$ cat src/design/lcai_pkg.sv
// shared types, constants and the divider step for the line clipper
`timescale 1ns / 1ps

package lcai_pkg;

   // fixed point layout
   localparam int FRAC_BITS  = 16;
   localparam int COORD_FRAC = 16;
   localparam int T_W        = FRAC_BITS + 1;
   localparam logic [T_W-1:0] T_ONE = T_W'(1) << FRAC_BITS;
   localparam logic [T_W-1:0] T_OVF = T_ONE + T_W'(1);

   // counts
   localparam int NUM_AXES = 3;
   localparam int NUM_ATTR = 6;
   localparam int NUM_BND  = 6;

   // operand widths
   localparam int RES_W  = 13;
   localparam int FAR_W  = 31;
   localparam int HN_W   = 34;
   localparam int DEN_W  = 33;
   localparam int REM_W  = 35;
   localparam int PROD_W = DEN_W + T_W + 1;
   localparam int SUM_W  = PROD_W + 1;
   localparam logic signed [HN_W-1:0] COORD_ONE = HN_W'(1) << COORD_FRAC;

   // divider pipeline: one load stage and one stage per quotient bit
   localparam int NSTG = FRAC_BITS + 2;

   // queue between front and back
   localparam int FIFO_DEPTH = 4;
   localparam int FIFO_AW    = 2;
   localparam int CNT_W      = FIFO_AW + 1;

   // register reset values
   localparam logic [RES_W-1:0] HOR_RESET = 13'd640;
   localparam logic [RES_W-1:0] VER_RESET = 13'd480;
   localparam logic [FAR_W-1:0] FAR_RESET = 31'd65536000;

   typedef enum logic [1:0] {
      CSR_HOR = 2'd0,
      CSR_VER = 2'd1,
      CSR_FAR = 2'd2
   } csr_idx_type;

   // what a boundary does to the segment, settled in the front
   typedef enum logic [1:0] {
      CLS_PASS,
      CLS_REJ,
      CLS_DIV
   } bnd_cls_type;

   typedef struct packed {
      bnd_cls_type      cls;
      logic             enter;
      logic [REM_W-1:0] rem;
      logic [DEN_W-1:0] den;
      logic [T_W-1:0]   quo;
      logic             ovf;
   } lane_type;

   typedef struct packed {
      logic signed [31:0] p0;
      logic signed [32:0] dlt;
   } attr_type;

   typedef struct packed {
      lane_type [NUM_BND-1:0]  lane;
      attr_type [NUM_ATTR-1:0] attr;
   } seg_type;

   // one restoring division step; the first step also flags a quotient >= 2.0
   function automatic lane_type lane_step(input lane_type l, input logic first);
      lane_type         o;
      logic [REM_W-1:0] r;
      logic             ge;
      o  = l;
      r  = first ? l.rem : {l.rem[REM_W-2:0], 1'b0};
      ge = r >= {2'b00, l.den};
      if (first) o.ovf = l.rem >= {1'b0, l.den, 1'b0};
      o.rem = ge ? r - {2'b00, l.den} : r;
      o.quo = {l.quo[T_W-2:0], ge};
      return o;
   endfunction

endpackage

$ cat src/design/lcai_fifo.sv
// short queue of classified segments between front and back
`timescale 1ns / 1ps

module lcai_fifo import lcai_pkg::*; (
   input  logic             clock,
   input  logic             reset,
   input  logic             push,
   input  seg_type          push_data,
   input  logic             pop,
   output seg_type          pop_data,
   output logic [CNT_W-1:0] count
);

   seg_type            mem_ff [FIFO_DEPTH];
   logic [FIFO_AW-1:0] wr_ptr_ff;
   logic [FIFO_AW-1:0] rd_ptr_ff;
   logic [CNT_W-1:0]   cnt_ff;
   logic [CNT_W-1:0]   cnt_in;

   // occupancy
   always_comb begin
      cnt_in = cnt_ff;
      if (push && !pop) cnt_in = cnt_ff + CNT_W'(1);
      if (!push && pop) cnt_in = cnt_ff - CNT_W'(1);
   end

   always_ff @(posedge clock) begin
      if (reset) begin
         wr_ptr_ff <= '0;
         rd_ptr_ff <= '0;
         cnt_ff    <= '0;
      end else begin
         if (push) wr_ptr_ff <= wr_ptr_ff + FIFO_AW'(1);
         if (pop)  rd_ptr_ff <= rd_ptr_ff + FIFO_AW'(1);
         cnt_ff <= cnt_in;
      end
   end

   // entry storage
   always_ff @(posedge clock) begin
      if (push) mem_ff[wr_ptr_ff] <= push_data;
   end

   assign pop_data = mem_ff[rd_ptr_ff];
   assign count    = cnt_ff;

`ifndef NO_ASSERTIONS
   a_no_overflow: assert property (@(posedge clock) disable iff (reset)
      push && !pop |-> cnt_ff < CNT_W'(FIFO_DEPTH))
      else $error("segment queue overflow");
   a_no_underflow: assert property (@(posedge clock) disable iff (reset)
      pop |-> cnt_ff != '0)
      else $error("segment queue underflow");
   a_count_track: assert property (@(posedge clock) disable iff (reset)
      push && pop |=> $stable(cnt_ff))
      else $error("queue count moved on a simultaneous push and pop");
`endif

endmodule

$ cat config.mk
export PLATFORM = sky130hd
export DESIGN_NAME = lcai_fifo
export DESIGN_NICKNAME = d
export VERILOG_FILES = /design/src/design/lcai_pkg.sv /design/src/design/lcai_fifo.sv
export SDC_FILE = /design/constraint.sdc
export NUM_CORES = 2
export LEC_CHECK = 0
export BUFFER_PORTS_ARGS = -buffer_cell sky130_fd_sc_hd__buf_2
export CAP_MARGIN = 10
export CELL_PAD_IN_SITES_DETAIL_PLACEMENT = 1
export CELL_PAD_IN_SITES_GLOBAL_PLACEMENT = 2
export CORE_AREA = 2 2 730 732
export CTS_BUF_LIST = sky130_fd_sc_hd__clkbuf_2
export DETAILED_ROUTE_END_ITERATION = 6
export DIE_AREA = 0 0 732 734
export GPL_ROUTABILITY_DRIVEN = 1
export GPL_TIMING_DRIVEN = 0
export PLACE_DENSITY = 0.59
export RECOVER_POWER = 25
export SLEW_MARGIN = 30
export SYNTH_ARGS = -nofsm -noshare
export SYNTH_HDL_FRONTEND = slang
export SYNTH_SLANG_ARGS = --single-unit
$ cat constraint.sdc
create_clock -name clock -period 22.6 [get_ports clock]
set_clock_uncertainty 0.05 [all_clocks]
set_input_delay 1.13 -clock clock [delete_from_list [all_inputs] [get_ports clock]]
set_output_delay 1.13 -clock clock [all_outputs]
set_load 0.005 [all_outputs]
; ---- After elaboration in Yosys (flattened, before gate mapping)
; Memory sizes are Yosys's and may differ from the RTL's. A register that Yosys moved wholly into a read port is not among the register bits.
; Index checks and enable logic that the tools add are counted.
[totals]
reg_bits = 7
input_bits = 928
wordCells = 19
mem_count = 1
ramBits = 3696
out_inout_bits = 927
[mem_list]
columns = memory, words, word_bits, read_ports, rd_clocked_by_memory_dff, write_ports, line
row1 = mem_ff, 4, 924, 1, 1, 1, lcai_fifo.sv:14  ; seg_type mem_ff [FIFO_DEPTH];
[op_classes]
n_reduce_logical = 5
n_mux = 6
add_sub_neg = 4
[op_table]
columns = operator, count
row1 = 2-to-1 mux 3 bit, 2
row2 = adder 2 x 1 -> 2 bit (second input constant), 2
row3 = 2-to-1 mux 2 bit, 2
row4 = adder 3 x 1 -> 3 bit (second input constant), 1
row5 = subtractor 3 x 1 -> 3 bit (second input constant), 1
row6 = logical AND 1 bit, 2
row7 = logical NOT 1 bit, 2
row8 = 2-to-1 mux 1 bit, 2
row9 = nonzero test 2 bit, 1

; ---- Depth between registers and ports, before layout
[depth]
word_depth = 4
ltp_mapped = 7
mapped_depth_nobuf = 7

; ---- Worst setup path after synthesis
; No wires, ideal clock.
[synth_timing]
path_type = in2reg
start = input port push
end = memory mem_ff[0][0] in the netlist's numbering (enable)
cell_stages = 1
t_required_ns = 21.138
slack_ns = -0.666
t_arrival_ns = 21.804
cell_sequence = and2_1
[synth_via]
elab_chain_cells = 2
[synth_rtl]
columns = element, line
row1 = from (decl), lcai_fifo.sv:7  ; input logic push,
row2 = 2-to-1 mux 1 bit, lcai_fifo.sv:41  ; if (push) mem_ff[wr_ptr_ff] <= push_data;
row3 = 2-to-1 mux 1 bit (not written as such), lcai_fifo.sv:41
row4 = to (decl), lcai_fifo.sv:14
; No other way between the ends.

==> results.txt <==
Outcome: completed
Worst r2r src: wr_ptr_ff[1]
Non-filler instance count after layout: 18470
Number of global-route vias before repair: 90125
Overall power: 0.0149 W
DRT iter0 DRCs: 5851
Initial Utilization: 25.2%
Endpoints failing setup: 0
Unrepaired setup endpoints after global routing: false
Tightest Pin Transition: 1.10 ns
Root Buffer: clkbuf_2
Sequential element share of the synthesized area: 83.3%
Clock power share: 31.8%
Reg2reg end: mem_ff[2][729]
Worst Setup End Kind: output pin
Crit-path cells: buf_2 -> buf_4 -> clkbuf_2 -> buf_16 -> buf_2 -> mux4_2 -> buf_2
WHS Path Cells: 2
Fin Setup TNS: 0 ns
P&R area growth vs syn: 43.4%
Initial antenna violation count: 149
Hpwl dp: 355 mm
Crit start category: register
Gr ovfl total: 0
Synthesized net count: 5805
Post-DRT Antenna Nets: 0
Crit path max-delay family: buffers and inverters
# clock sinks: 3705
Vias per inst: 4.38
Slew HR: 26.5%
Die height: 734 um
R2R depth: 10
Min Hold Slack: 0.456 ns
Synth warn: 0
Fill cells: 53732
Clk buf depth: 4
Power share of the combinational group: 14.8%
Net Sw Frac: 28.4%
Int Pwr: 0.0107 W
Min-delay worst type: register to register
Num CTS Buffers: 942
Hold-fix buffers, CTS: 2797
P_leak: 66.8 nW
DR WL/cell: 27.6 um
Worst path slowest cell: buf_4
CP Max Fanout: 10
Worst path most repeated cell: buf_2
Floorplan core area: 530000 sq um
Max Cap Viol: 0
Sequential cell area: 111000 sq um
Largest net degree at the start of global routing: 40
Synth Cell Area: 133000 sq um
Syn avg cell area: 27.4 sq um
CTS H-tree depth: 6
Clock latency on the worst-skew pair: 2.24 ns
DRT Pass-1 Iters: 5
GRT Overall Usage: 18.5%
PwrDens: 77.8 nW/um^2
Routed WL: 509 mm
Final Hold Viols: 0
Peak VDD IR: 0.0537 mV
Hold path startpoint: count[2]
First-pass GRT wire length: 709 mm
Gate count after technology mapping: 4871
Clock transition at path regs: 0.09 ns
Hold EP: count[2]
Layout cells sized above 1: 39.5%
Seq pwr share: 53.4%
DRC Markers: 0
Multi-input logic area: 21000 sq um
Period utilisation layout: 28.2%
Worst path bufs/invs: 6
TritonCTS clock tree: yes
Placed Cells: 13872
Die area: 537000 sq um
Post-cts sizing count: 0
Yosys reg bits: 3705
Minimum clock period: 6.37 ns
Sw power: 0.00422 W
Num rows: 268
Setup bufs post-CTS: 0
Die X: 732 um
I/O pin cnt: 1855
Gpl congestion: 0.852
CP Data Arrival Time: 5.19 ns
IO buf count: 1853
Max stage delay on crit path: 0.55 ns
CP required: 21.42 ns
Routed vias: 80913
Highest Clock Rate: 157 MHz
Netlist cell types: 20
Setup Crit Path Kind: register to output pin
Worst reg-to-reg setup slack: 18.82 ns
Slew Viols, Final: 0
Final net count: 11527
==> placed cells by master, fill, tap and decap left out, types with 2 or more instances in the layout <==
cell | netlist | routed
xor2_1 | 3 | 3
clkbuf_2 | 0 | 1322
buf_2 | 100 | 1934
dlygate4sd3_1 | 0 | 2797
mux4_2 | 924 | 924
inv_8 | 0 | 6
buf_4 | 6 | 7
clkbuf_1 | 15 | 31
clkinv_8 | 0 | 7
a21oi_1 | 2 | 2
inv_2 | 0 | 7
clkinv_1 | 0 | 247
inv_12 | 0 | 5
buf_16 | 0 | 53
xnor2_1 | 2 | 2
bufinv_16 | 0 | 12
clkinv_4 | 0 | 10
dfxtp_1 | 9 | 9
inv_1 | 6 | 6
edfxtp_1 | 3696 | 3696
ha_1 | 5 | 5
inv_6 | 0 | 12
buf_6 | 41 | 41
buf_1 | 45 | 40
nor2_1 | 8 | 8
clkinv_2 | 0 | 61
buf_12 | 0 | 75
and2_4 | 0 | 4
diode_2 | 0 | 117
clkinvlp_4 | 0 | 2
==> synth_stat cells <==
| library cell | instances | area, sq um |
|---|---|---|
| nor2_1 | 8 | 30.0 |
| o21ai_0 | 1 | 5.00 |
| inv_1 | 6 | 22.5 |
| buf_1 | 45 | 169 |
| dfxtp_1 | 9 | 180 |
| clkbuf_1 | 15 | 56.3 |
| mux4_2 | 924 | 20800 |
| xnor2_1 | 2 | 17.5 |
| buf_4 | 6 | 45.0 |
| xor2_1 | 3 | 26.3 |
| and2_1 | 4 | 25.0 |
| nand2_1 | 1 | 3.75 |
| buf_6 | 41 | 462 |
| fa_1 | 1 | 20.0 |
| edfxtp_1 | 3696 | 111000 |
| a21oi_1 | 2 | 10.0 |
| buf_2 | 100 | 500 |
| or3_1 | 1 | 6.26 |
| ha_1 | 5 | 62.6 |
| mux2i_1 | 1 | 10.0 |
==> power groups by stage <==
stage,Clock (W),Sequential (W),Combinational (W)
finish,0.00473,0.00796,0.00220
floorplan,0,0.00831,0.000722
global route,0.00523,0.00798,0.00232
global placement,0,0.00854,0.00166
detailed placement,0,0.00811,0.00175
CTS,0.00484,0.00795,0.00222
==> how the worst max path moves through the flow <==
stage	startpoint	to	slack (ns)	cells after the start
3_3_place_gp	push	mem_ff[1][757]	-21.66	2
5_1_grt	register	pop_data[613]	15.51	7
6_report	register	pop_data[613]	16.23	7
3_5_place_dp	push	mem_ff[2][678]	18.00	10
4_1_cts	register	pop_data[613]	15.27	7
2_1_floorplan	push	mem_ff[1][0]	-0.67	1
==> worst min-delay path, stage by stage, from the launching register on <==
cell,delay [ns]
dfxtp_1,0.33
o21ai_0,0.07
a21oi_1,0.06
==> state kept, by name, indices dropped and copies added (netlist names), named ones only <==
register / count
mem_ff: 3696
count: 3
rd_ptr_ff: 2
wr_ptr_ff: 2
==> layer usage <==
| metal | up-vias | routed length (um) | global-route usage, % |
|---|---|---|---|
| li1 | 33631 | - | - |
| met1 | 42418 | 191000 | 21.3 |
| met2 | 3669 | 246000 | 30.8 |
| met3 | 1129 | 46700 | 6.64 |
| met4 | 66 | 25800 | 8.46 |
| met5 | - | 440 | 0 |
==> area by class of cell <==
class / instances / area share (%)
Sequential cell: 3705 / 58.1
Antenna cell: 117 / 0.153
Timing Repair Buffer: 4778 / 21.0
Clock buffer: 1315 / 3.44
Inverter: 6 / 0.0118
Multi-Input combinational cell: 953 / 11.0
Clock inverter: 369 / 1.09
Buffer: 207 / 0.651
Tap cell: 7020 / 4.59
==> cells by family after synthesis <==
logic type	Yosys count	share of synthesized area (%)
xor+xnor	5	0.0328
mux	925	15.6
simple gates	14	0.0488
compound gates	3	0.0112
flops	3705	83.3
buf+inv	213	0.940
fa+ha+maj	6	0.0619
==> stage by stage <==
step | worst slack (ns) | area (sq um) | util (%)
2_1_floorplan | -0.666 | 133000 | -
3_3_place_gp | -21.66 | 152000 | 28.6
3_5_place_dp | 18.00 | 154000 | 29.1
4_1_cts | 15.27 | 191000 | 36.1
5_1_grt | 15.51 | 191000 | 36.1
6_report | 16.23 | 191000 | 36.1
Note: power is estimated with default switching activity, not from simulation.
