## config.mk

```make
export PLATFORM = sky130hd
export DESIGN_NAME = lcai_front
export DESIGN_NICKNAME = d
export VERILOG_FILES = /design/src/design/lcai_pkg.sv /design/src/design/lcai_front.sv
export SDC_FILE = /design/constraint.sdc
export NUM_CORES = 1
export LEC_CHECK = 0
export BUFFER_PORTS_ARGS = -buffer_cell sky130_fd_sc_hd__buf_2
export CAP_MARGIN = 20
export CORE_AREA = 8 8 488 490
export CTS_CLUSTER_DIAMETER = 40
export CTS_CLUSTER_SIZE = 14
export DETAILED_ROUTE_END_ITERATION = 8
export DIE_AREA = 0 0 496 498
export GPL_TIMING_DRIVEN = 0
export REMOVE_ABC_BUFFERS = 1
export SLEW_MARGIN = 20
export SYNTH_ARGS = -nofsm -noshare
export SYNTH_HDL_FRONTEND = slang
export SYNTH_SLANG_ARGS = --single-unit
export TNS_END_PERCENT = 20
```

## constraint.sdc

```tcl
create_clock -name clock -period 10.2 [get_ports clock]
set_input_delay 1.02 -clock clock [delete_from_list [all_inputs] [get_ports clock]]
set_output_delay 1.02 -clock clock [all_outputs]
set_load 0.02 [all_outputs]
```

## src/design/lcai_pkg.sv

```systemverilog
// shared types, constants and the divider step for the line clipper
`timescale 1ns / 1ps

package lcai_pkg;

   // fixed point layout
   localparam int FRAC_BITS  = 16;
   localparam int COORD_FRAC = 16;
   localparam int T_W        = FRAC_BITS + 1;
   localparam logic [T_W-1:0] T_ONE = T_W'(1) << FRAC_BITS;
   localparam logic [T_W-1:0] T_OVF = T_ONE + T_W'(1);

   // counts
   localparam int NUM_AXES = 3;
   localparam int NUM_ATTR = 6;
   localparam int NUM_BND  = 6;

   // operand widths
   localparam int RES_W  = 13;
   localparam int FAR_W  = 31;
   localparam int HN_W   = 34;
   localparam int DEN_W  = 33;
   localparam int REM_W  = 35;
   localparam int PROD_W = DEN_W + T_W + 1;
   localparam int SUM_W  = PROD_W + 1;
   localparam logic signed [HN_W-1:0] COORD_ONE = HN_W'(1) << COORD_FRAC;

   // divider pipeline: one load stage and one stage per quotient bit
   localparam int NSTG = FRAC_BITS + 2;

   // queue between front and back
   localparam int FIFO_DEPTH = 4;
   localparam int FIFO_AW    = 2;
   localparam int CNT_W      = FIFO_AW + 1;

   // register reset values
   localparam logic [RES_W-1:0] HOR_RESET = 13'd640;
   localparam logic [RES_W-1:0] VER_RESET = 13'd480;
   localparam logic [FAR_W-1:0] FAR_RESET = 31'd65536000;

   typedef enum logic [1:0] {
      CSR_HOR = 2'd0,
      CSR_VER = 2'd1,
      CSR_FAR = 2'd2
   } csr_idx_type;

   // what a boundary does to the segment, settled in the front
   typedef enum logic [1:0] {
      CLS_PASS,
      CLS_REJ,
      CLS_DIV
   } bnd_cls_type;

   typedef struct packed {
      bnd_cls_type      cls;
      logic             enter;
      logic [REM_W-1:0] rem;
      logic [DEN_W-1:0] den;
      logic [T_W-1:0]   quo;
      logic             ovf;
   } lane_type;

   typedef struct packed {
      logic signed [31:0] p0;
      logic signed [32:0] dlt;
   } attr_type;

   typedef struct packed {
      lane_type [NUM_BND-1:0]  lane;
      attr_type [NUM_ATTR-1:0] attr;
   } seg_type;

   // one restoring division step; the first step also flags a quotient >= 2.0
   function automatic lane_type lane_step(input lane_type l, input logic first);
      lane_type         o;
      logic [REM_W-1:0] r;
      logic             ge;
      o  = l;
      r  = first ? l.rem : {l.rem[REM_W-2:0], 1'b0};
      ge = r >= {2'b00, l.den};
      if (first) o.ovf = l.rem >= {1'b0, l.den, 1'b0};
      o.rem = ge ? r - {2'b00, l.den} : r;
      o.quo = {l.quo[T_W-2:0], ge};
      return o;
   endfunction

endpackage

```

## src/design/lcai_front.sv

```systemverilog
// front end: takes a segment, forms deltas and boundary numerators, classifies boundaries
`timescale 1ns / 1ps

module lcai_front import lcai_pkg::*; (
   input  logic                          clock,
   input  logic                          reset,
   input  logic                          accept,
   input  logic [NUM_AXES-1:0][31:0]     pos_start,
   input  logic [NUM_AXES-1:0][31:0]     pos_end,
   input  logic [NUM_AXES-1:0][15:0]     col_start,
   input  logic [NUM_AXES-1:0][15:0]     col_end,
   input  logic [RES_W-1:0]              hor_res,
   input  logic [RES_W-1:0]              ver_res,
   input  logic [FAR_W-1:0]              far_dist,
   output logic                          seg_valid,
   output seg_type                       seg
);

   logic                  fv_ff;
   attr_type              attr_in [NUM_ATTR];
   attr_type              attr_ff [NUM_ATTR];
   logic signed [HN_W-1:0] hn_in  [NUM_AXES];
   logic signed [HN_W-1:0] hn_ff  [NUM_AXES];
   logic signed [HN_W-1:0] lim    [NUM_AXES];

   // clip limits in signed Q18.16
   always_comb begin
      lim[0] = $signed({{(HN_W-RES_W-COORD_FRAC){1'b0}}, hor_res, {COORD_FRAC{1'b0}}})
               - COORD_ONE;
      lim[1] = $signed({{(HN_W-RES_W-COORD_FRAC){1'b0}}, ver_res, {COORD_FRAC{1'b0}}})
               - COORD_ONE;
      lim[2] = $signed({{(HN_W-FAR_W){1'b0}}, far_dist}) - COORD_ONE;
   end

   // deltas and distance past the upper limits
   always_comb begin
      for (int i = 0; i < NUM_AXES; i++) begin
         attr_in[i].p0  = pos_start[i];
         attr_in[i].dlt = $signed({pos_end[i][31], pos_end[i]})
                          - $signed({pos_start[i][31], pos_start[i]});
         hn_in[i]       = $signed({{2{pos_start[i][31]}}, pos_start[i]}) - lim[i];
         attr_in[NUM_AXES+i].p0  = {16'b0, col_start[i]};
         attr_in[NUM_AXES+i].dlt = $signed({17'b0, col_end[i]}) - $signed({17'b0, col_start[i]});
      end
   end

   always_ff @(posedge clock) begin
      if (reset) begin
         fv_ff <= 1'b0;
      end else begin
         fv_ff <= accept;
      end
   end

   always_ff @(posedge clock) begin
      if (accept) begin
         attr_ff <= attr_in;
         hn_ff   <= hn_in;
      end
   end

   // boundary classification: lower plane then upper plane per axis
   always_comb begin
      logic signed [31:0]     p0;
      logic signed [32:0]     d;
      logic signed [HN_W-1:0] p0e;
      logic signed [HN_W-1:0] np0;
      logic signed [HN_W-1:0] hn;
      logic signed [HN_W-1:0] nhn;
      logic [DEN_W-1:0]       ad;
      logic                   dz;
      logic                   dn;
      lane_type               lo;
      lane_type               hi;
      for (int i = 0; i < NUM_ATTR; i++) seg.attr[i] = attr_ff[i];
      for (int i = 0; i < NUM_AXES; i++) begin
         p0  = attr_ff[i].p0;
         d   = attr_ff[i].dlt;
         p0e = $signed({{(HN_W-32){p0[31]}}, p0});
         np0 = -p0e;
         hn  = hn_ff[i];
         nhn = -hn;
         dz  = d == 33'sd0;
         dn  = d[32];
         ad  = dn ? -d : d;
         lo  = '{cls: CLS_PASS, enter: 1'b0, rem: '0, den: ad, quo: '0, ovf: 1'b0};
         hi  = lo;
         if (dz) begin
            lo.cls = (p0e < 0) ? CLS_REJ : CLS_PASS;
         end else if (!dn) begin
            if (p0e <= 0) begin
               lo.cls   = CLS_DIV;
               lo.enter = 1'b1;
               lo.rem   = {2'b00, np0[DEN_W-1:0]};
            end
         end else begin
            if (p0e < 0) begin
               lo.cls = CLS_REJ;
            end else begin
               lo.cls = CLS_DIV;
               lo.rem = {2'b00, p0e[DEN_W-1:0]};
            end
         end
         if (dz) begin
            hi.cls = (hn > 0) ? CLS_REJ : CLS_PASS;
         end else if (dn) begin
            if (hn >= 0) begin
               hi.cls   = CLS_DIV;
               hi.enter = 1'b1;
               hi.rem   = {2'b00, hn[DEN_W-1:0]};
            end
         end else begin
            if (hn > 0) begin
               hi.cls = CLS_REJ;
            end else begin
               hi.cls = CLS_DIV;
               hi.rem = {2'b00, nhn[DEN_W-1:0]};
            end
         end
         seg.lane[2*i]   = lo;
         seg.lane[2*i+1] = hi;
      end
   end

   assign seg_valid = fv_ff;

endmodule

```

* Yosys cells after proc, flatten, opt, wreduce, memory -nomap -nowiden
Index checks and enable logic that the tools add are counted.
Storage, ports and cells: flip-flop bits (word level) 442, input bits 348, output and inout port bits 925, logic and storage cells 109
Operators by class: add/sub/neg operators 21, order comparisons 12, muxes and demuxes 57, reduce and logical (&&, ||, !) cells 3
Operators by type and width (number):
- 33-bit 2-to-1 mux | 9
- 38-bit 2-to-1 mux | 6
- 36-bit 2-to-1 mux | 6
- 35-bit 2-to-1 mux | 6
- 33-bit negator | 6
- 32-bit by 32-bit subtractor with 33-bit output | 4
- 33-bit by 1-bit >= comparator with 1-bit output (second input constant) | 3
- 33-bit by 1-bit > comparator with 1-bit output (second input constant) | 3
- 33-bit zero test | 3
- 32-bit negator with 33-bit output | 3
- 32-bit by 1-bit less-or-equal comparator with 1-bit output (second input constant) | 3
- 32-bit by 1-bit < comparator with 1-bit output (second input constant) | 3
- 32-bit by 30-bit subtractor with 33-bit output | 2
- 29-bit by 17-bit subtractor with 30-bit output (second input constant) | 2
- 16-bit by 16-bit subtractor with 17-bit output | 3
- 2-bit 2-to-1 mux | 18
- 31-bit by 17-bit subtractor with 32-bit output (second input constant) | 1
- 1-bit 2-to-1 mux | 12

* Logic depth before layout (Yosys ltp)
Gate-level depths: netlist of the first run.
depth in word-level cells 4, depth in mapped cells 16, gate-level depth less buffers 16

* Worst setup path after synthesis of the first run
Ideal clock, no wire load.
kind flip-flop to output port, from register attr_ff (netlist bit seg[163]), to output seg[804] in the netlist's numbering, data arrival time 3348 ps, required time 9180 ps, slack 5832 ps, cell stages (with the launch flop) 14, buffers on the path 2, cell sequence edfxtp_1 inv_1 ha_1 nor3b_1 nand4_1 or3_1 or2_2 clkbuf_1 nor3_1 o21ai_4 inv_4 clkbuf_1 nand2_1 o21ai_1
RTL lines:
- start, declared | line lcai_front.sv:21 | attr_type attr_ff [NUM_ATTR];
- start signal, assigned | line lcai_front.sv:57 | attr_ff <= attr_in;
- end, declared | line lcai_front.sv:16 | output seg_type seg

==> impl_metrics.env, run 1 <==
export IMPL_ir_drop_mv=0.166
export IMPL_die_h_um=498
export IMPL_instances_no_fill=7678
export IMPL_rsz0062_at_grt="false"
export IMPL_final_nets=5117
export IMPL_syn_inst=3601
export IMPL_antenna_found_initial=35
export IMPL_rows=177
export IMPL_grtUsageMet3_pct=4.26
export IMPL_timing_final_crit_share_pct=72.1
export IMPL_async_flop_share_pct=0
export IMPL_synth_top_area_share_pct=34.2
export IMPL_cp_data_arrival_time_ps=6330
export IMPL_synth_area_leader_cell="edfxtp_1"
export IMPL_layout_commonest_cell="buf_2"
export IMPL_cpPeakStageDelay_ps=940
export IMPL_cpMaxStageDelayCell="nand4_1"
export IMPL_max_freq_mhz=136
export IMPL_hold_depth=2
export IMPL_yosys_cell_types_count=91
export IMPL_maxCapViolCount=0
export IMPL_syn2layout_area_growth_pct=33.4
export IMPL_cp_depth=12
export IMPL_cts_sinks=362
export IMPL_fillerInstances=25849
export IMPL_design_area_mm2=0.0423
export IMPL_first_global_vias=31143
export IMPL_power_w=0.00809
export IMPL_wl_per_cell_um=23.8
export IMPL_hold_path_class="in -> reg"
export IMPL_required_ps=9180
export IMPL_cts_tree="built"
export IMPL_dr_first_iter_drc_count=1785
export IMPL_cp_max_fo=25
export IMPL_synth_edf_count=361
export IMPL_synth_main_ff_cell="edfxtp_1"
export IMPL_outcome="finished, final reports clean"
export IMPL_synth_warning_count=0
export IMPL_met2_usage_pct=26.6
export IMPL_initial_core_util_pct=13.8
export IMPL_hold_end="seg_valid"
export IMPL_ys_ff_latch=362
export IMPL_clock_root_buffer="clkbuf_16"
export IMPL_busiest_layer="met2"
export IMPL_ys_seq_area_share_pct=34.2
export IMPL_dieArea_mm2=0.247
export IMPL_num_vias=30992
export IMPL_drc_errors=0
export IMPL_min_period_ps=7350
export IMPL_htree_levels=3
export IMPL_synth_area_leaders="edfxtp_1 (34%), ha_1 (8.6%), buf_4 (8.4%), xnor2_1 (6.4%), o21ai_0 (4.0%)"
export IMPL_via_per_inst=4.04
export IMPL_first_pass_iters=6
export IMPL_post_cts_resized=0
export IMPL_grt_max_degree=95
export IMPL_ctsHoldBuffers=0
export IMPL_die_w_um=496
export IMPL_ant_nets=0
export IMPL_cts_buffers=89
export IMPL_ios=1273
export IMPL_grt_util_all_layers_pct=13.9
export IMPL_grt_util_met1_pct=12.4
export IMPL_worst_pin_slew_ps=1160
export IMPL_netlist_area_mm2=0.0317
export IMPL_clockBufferDepth=3
export IMPL_relSlewSlack_pct=21.8
export IMPL_slew_viol_final=0
export IMPL_drive_gt1_share_pct=29.5
export IMPL_min_delay_start="reset"
export IMPL_postCtsSetupBuffers=0
export IMPL_critPathLaunchType="flip-flop"
export IMPL_cp_top_family="simple AND/OR/NAND/NOR gates"
export IMPL_path_cells="inv_1 -> ha_1 -> or3b_2 -> nor3_1 -> nand4_1 -> or4_1 -> nand2_2 -> inv_1 -> a21o_1 -> nand2_1 -> o31ai_1 -> buf_2"
export IMPL_place_congestion=0.986
export IMPL_grt_pass1_wl_um=245000
export IMPL_p_leak_nw=18.1
export IMPL_clk_pin_slew_worst_paths_ps=40
export IMPL_io_buffers=1101
export IMPL_crit_top_cell="inv_1"
export IMPL_p_per_area_mw_per_mm2=191
export IMPL_synth_area_per_cell_um2=8.81
export IMPL_tns_ps=0
export IMPL_endpoint_kind="output port"
export IMPL_critical_path_class="reg -> out"
export IMPL_hold_viol_final=0
export IMPL_setup_viol=0
export IMPL_dp_hpwl_um=159000
export IMPL_placed_area_mm2=0.0391
export IMPL_routed_wl_um=183000
export IMPL_grt_overflow=0
export IMPL_cp_num_buf_inv=3
export IMPL_core_area_mm2=0.231
export IMPL_dp_cells=7494
export IMPL_final_cell_mix="buf_2 (1,100), edfxtp_1 (361), nand2_1 (299)"
[worst max-delay path by stage]
stage / startpoint / endpoint / slack (ps)
after global placement: accept / seg[233] / 1930
after floorplan: seg[33] / seg[559] / 5090
final: seg[65] / seg[621] / 2850
after CTS: seg[65] / seg[621] / 2540
after global routing: seg[65] / seg[621] / 2580
after detailed placement: seg[66] / seg[621] / 3370
[cell families (layout without fill, tap and decap cells)]
logic type | Yosys count | after routing | share of synthesized area (%)
simple gates | 1051 | 1051 | 16.7
flops | 362 | 362 | 34.2
buf+inv | 690 | 1536 | 12.5
compound gates | 969 | 969 | 19.1
xor+xnor | 301 | 301 | 8.31
other cells | 1 | 189 | 0.0118
fa+ha+maj | 227 | 227 | 9.16
[cells in the mapped netlist, drive strengths merged (68+ instances only)]
cell type / count
nor3: 107
xor2: 68
ha: 218
a21o: 107
o21ai: 313
a21oi: 214
buf: 380
nand2: 302
o31ai: 90
nor2: 226
xnor2: 233
edfxtp: 361
or3: 77
inv: 248
[per-stage QoR]
| stage | util, % | setup slack (ps) | hold WS, ps |
|---|---|---|---|
| final | 18.3 | 2850 | 483 |
| after detailed placement | 17.0 | 3370 | 1180 |
| after floorplan | - | 5090 | 1090 |
| after global routing | 18.3 | 2580 | 417 |
| after CTS | 18.3 | 2540 | 365 |
| after global placement | 16.8 | 1930 | 1180 |
[layer usage]
layer  up-vias  routed length, um
li1      14394                  -
met1     14705              57300
met2      1517              96500
met3       358              15500
met4        18              13400
met5         -                114
[final cells by class]
class                      count  area [um2]  area share (%)
inverter                     250         941            2.22
multi-input combinational   2719       17700            41.7
clock buffer                  92        2240            5.29
sequential                   362       10900            25.7
antenna                       18        45.0           0.106
clock inverter                74         913            2.16
timing repair buffer        1120        5860            13.8
tap                         3043        3810            8.99
[report_power, final]
group          switching, W  leakage (nW)  total (W)  internal, W
logic               0.00204          13.1    0.00293     0.000890
clock network       0.00107          1.48    0.00299      0.00191
registers          0.000278          3.54    0.00218      0.00190
[flip-flops by register name (all words and copies together), names as in the netlist]
name,cells
seg,294
hn_ff,67
seg_valid,1
Power figures use the tool's default switching activity.
==> inputs of run 2 (changes only) <==
CORE_AREA = 8 8 492 494   (was 8 8 488 490)
DIE_AREA = 0 0 500 502   (was 0 0 496 498)
clock period = 7.4 ns   (was 10.2 ns; I/O delays follow)
==> run 2 against run 1 <==
Effect of this change: non-clock buffer count decreased by 6; critical endpoint is now seg[469]; sequential power increased by 36%; setup slack got worse by 2200 ps.
==> impl_metrics.env, run 2 (same netlist as run 1, synthesis figures left out) <==
export IMPL_hold_viol_final=0
export IMPL_via_per_inst=3.96
export IMPL_first_pass_iters=7
export IMPL_p_leak_nw=18.1
export IMPL_num_vias=30823
export IMPL_setup_viol=0
export IMPL_seqPwrFrac_pct=26.4
export IMPL_p_clk_share_pct=37.6
export IMPL_rsz0062_at_grt="false"
export IMPL_fin_ws_ps=619
export IMPL_die_h_um=502
export IMPL_p_int_w=0.00667
export IMPL_place_ws_ps=1210
export IMPL_first_global_vias=30019
export IMPL_design_area_mm2=0.0424
export IMPL_cts_buffers=87
export IMPL_cp_max_fo=35
export IMPL_drive_gt1_share_pct=28.9
export IMPL_htree_levels=3
export IMPL_ant_nets=0
export IMPL_postCtsSetupBuffers=0
export IMPL_ios=1273
export IMPL_drc_errors=0
export IMPL_clock_root_buffer="clkbuf_16"
export IMPL_cts_sinks=362
export IMPL_worst_pin_slew_ps=1100
export IMPL_grt_pass1_wl_um=247000
export IMPL_largest_register_ffs=294
export IMPL_rows=178
export IMPL_p_sw_w=0.00461
export IMPL_layout_commonest_cell="buf_2"
export IMPL_cts_tree="built"
export IMPL_core_area_mm2=0.234
export IMPL_pwr_share_comb_pct=36.0
export IMPL_p_per_area_mw_per_mm2=266
export IMPL_fillerInstances=26460
export IMPL_relSlewSlack_pct=26.0
export IMPL_required_ps=6660
export IMPL_grt_overflow=0
export IMPL_grt_max_degree=91
export IMPL_dp_cells=7595
export IMPL_dr_first_iter_drc_count=2057
export IMPL_hold_path_class="in -> reg"
export IMPL_syn2layout_area_growth_pct=33.6
export IMPL_instances_no_fill=7786
export IMPL_outcome="finished, final reports clean"
export IMPL_slew_viol_final=0
export IMPL_io_buffers=1101
export IMPL_antenna_found_initial=56
export IMPL_clk_pin_slew_worst_paths_ps=50
export IMPL_placed_area_mm2=0.0391
export IMPL_clockBufferDepth=3
export IMPL_routed_wl_um=188000
export IMPL_ir_drop_mv=0.181
export IMPL_max_freq_mhz=147
export IMPL_endpoint_kind="output port"
export IMPL_die_w_um=500
export IMPL_maxCapViolCount=0
export IMPL_ctsHoldBuffers=0
export IMPL_dieArea_mm2=0.251
export IMPL_critical_path_class="reg -> out"
export IMPL_post_cts_resized=0
export IMPL_wl_per_cell_um=24.2
export IMPL_post_route_util_pct=18.1
export IMPL_final_nets=5109
export IMPL_initial_core_util_pct=13.6
export IMPL_cp_data_arrival_time_ps=6040
export IMPL_place_congestion=0.976
export IMPL_min_period_ps=6780
export IMPL_final_cell_mix="buf_2 (1,100), edfxtp_1 (361), nand2_1 (301)"
export IMPL_grt_util_all_layers_pct=14.0
export IMPL_timing_final_crit_share_pct=91.6
export IMPL_p_sw_share_pct=40.8
export IMPL_dp_hpwl_um=164000
export IMPL_critPathLaunchType="flip-flop"
==> run 2: changes by cell type in the layout (fill, tap and decap cells not counted), moves of 4 or more <==
cell,delta
xnor2_1,+4
xnor2_2,-4
clkinv_1,+4
clkinvlp_4,-7
bufinv_16,+7
diode_2,+10
inv_6,-10
buf_6,-4
clkbuf_1,+6
==> run 2: cell type report <==
| cell class | instances | area, um2 | share of cell area, % |
|---|---|---|---|
| diodes | 28 | 70.1 | 0.165 |
| clock buffers | 99 | 2270 | 5.37 |
| multi-input cells | 2719 | 17600 | 41.5 |
| well taps | 3150 | 3940 | 9.30 |
| repair buffers | 1114 | 5770 | 13.6 |
| inverters | 250 | 941 | 2.22 |
| clock inverters | 64 | 933 | 2.20 |
| flip-flops and latches | 362 | 10900 | 25.6 |
==> run 2: per-layer routing <==
| layer | part of all wire, % | global-route usage, % | vias up |
|---|---|---|---|
| met3 | 8.9 | 5.05 | 335 |
| met5 | 0.045 | 0 | - |
| li1 | - | - | 14399 |
| met1 | 31 | 12.5 | 14584 |
| met4 | 6.3 | 7.52 | 12 |
| met2 | 54 | 27.3 | 1493 |
==> run 2: metrics by stage <==
stage | hold slack, ps | power, W | setup TNS, ps
finish | 235 | 0.0113 | 0
global route | 140 | 0.0118 | 0
CTS | 111 | 0.0115 | 0
detailed placement | 934 | 0.00714 | 0
global placement | 932 | 0.00714 | -225880
floorplan | 812 | 0.00511 | 0
==> run 2: worst max-delay path, cell delays in order (launching register included) <==
cell and delay, ps:
edfxtp_1 530, or4_1 620, or3_1 430, nor4_1 560
a41oi_1 210, nor2_1 520, nand2_1 790, inv_2 840
nand2_1 110, a31oi_1 460, buf_2 270
==> run 2: worst paths after layout <==
kind | startpoint | endpoint | slack, ps | cells past startpoint
worst max-delay path | seg[49] | seg[469] | 620 | 10
worst min-delay path | col_start[3] | seg[231] | 240 | 1
==> run 2: power groups by stage <==
| stage | clock (W) | sequential (W) | combinational, W |
|---|---|---|---|
| 4_1_cts | 0.00437 | 0.00298 | 0.00414 |
| 3_3_place_gp | 0 | 0.00305 | 0.00409 |
| 6_report | 0.00425 | 0.00297 | 0.00406 |
| 5_1_grt | 0.00445 | 0.00301 | 0.00434 |
| 2_1_floorplan | 0 | 0.00317 | 0.00194 |
| 3_5_place_dp | 0 | 0.00301 | 0.00413 |
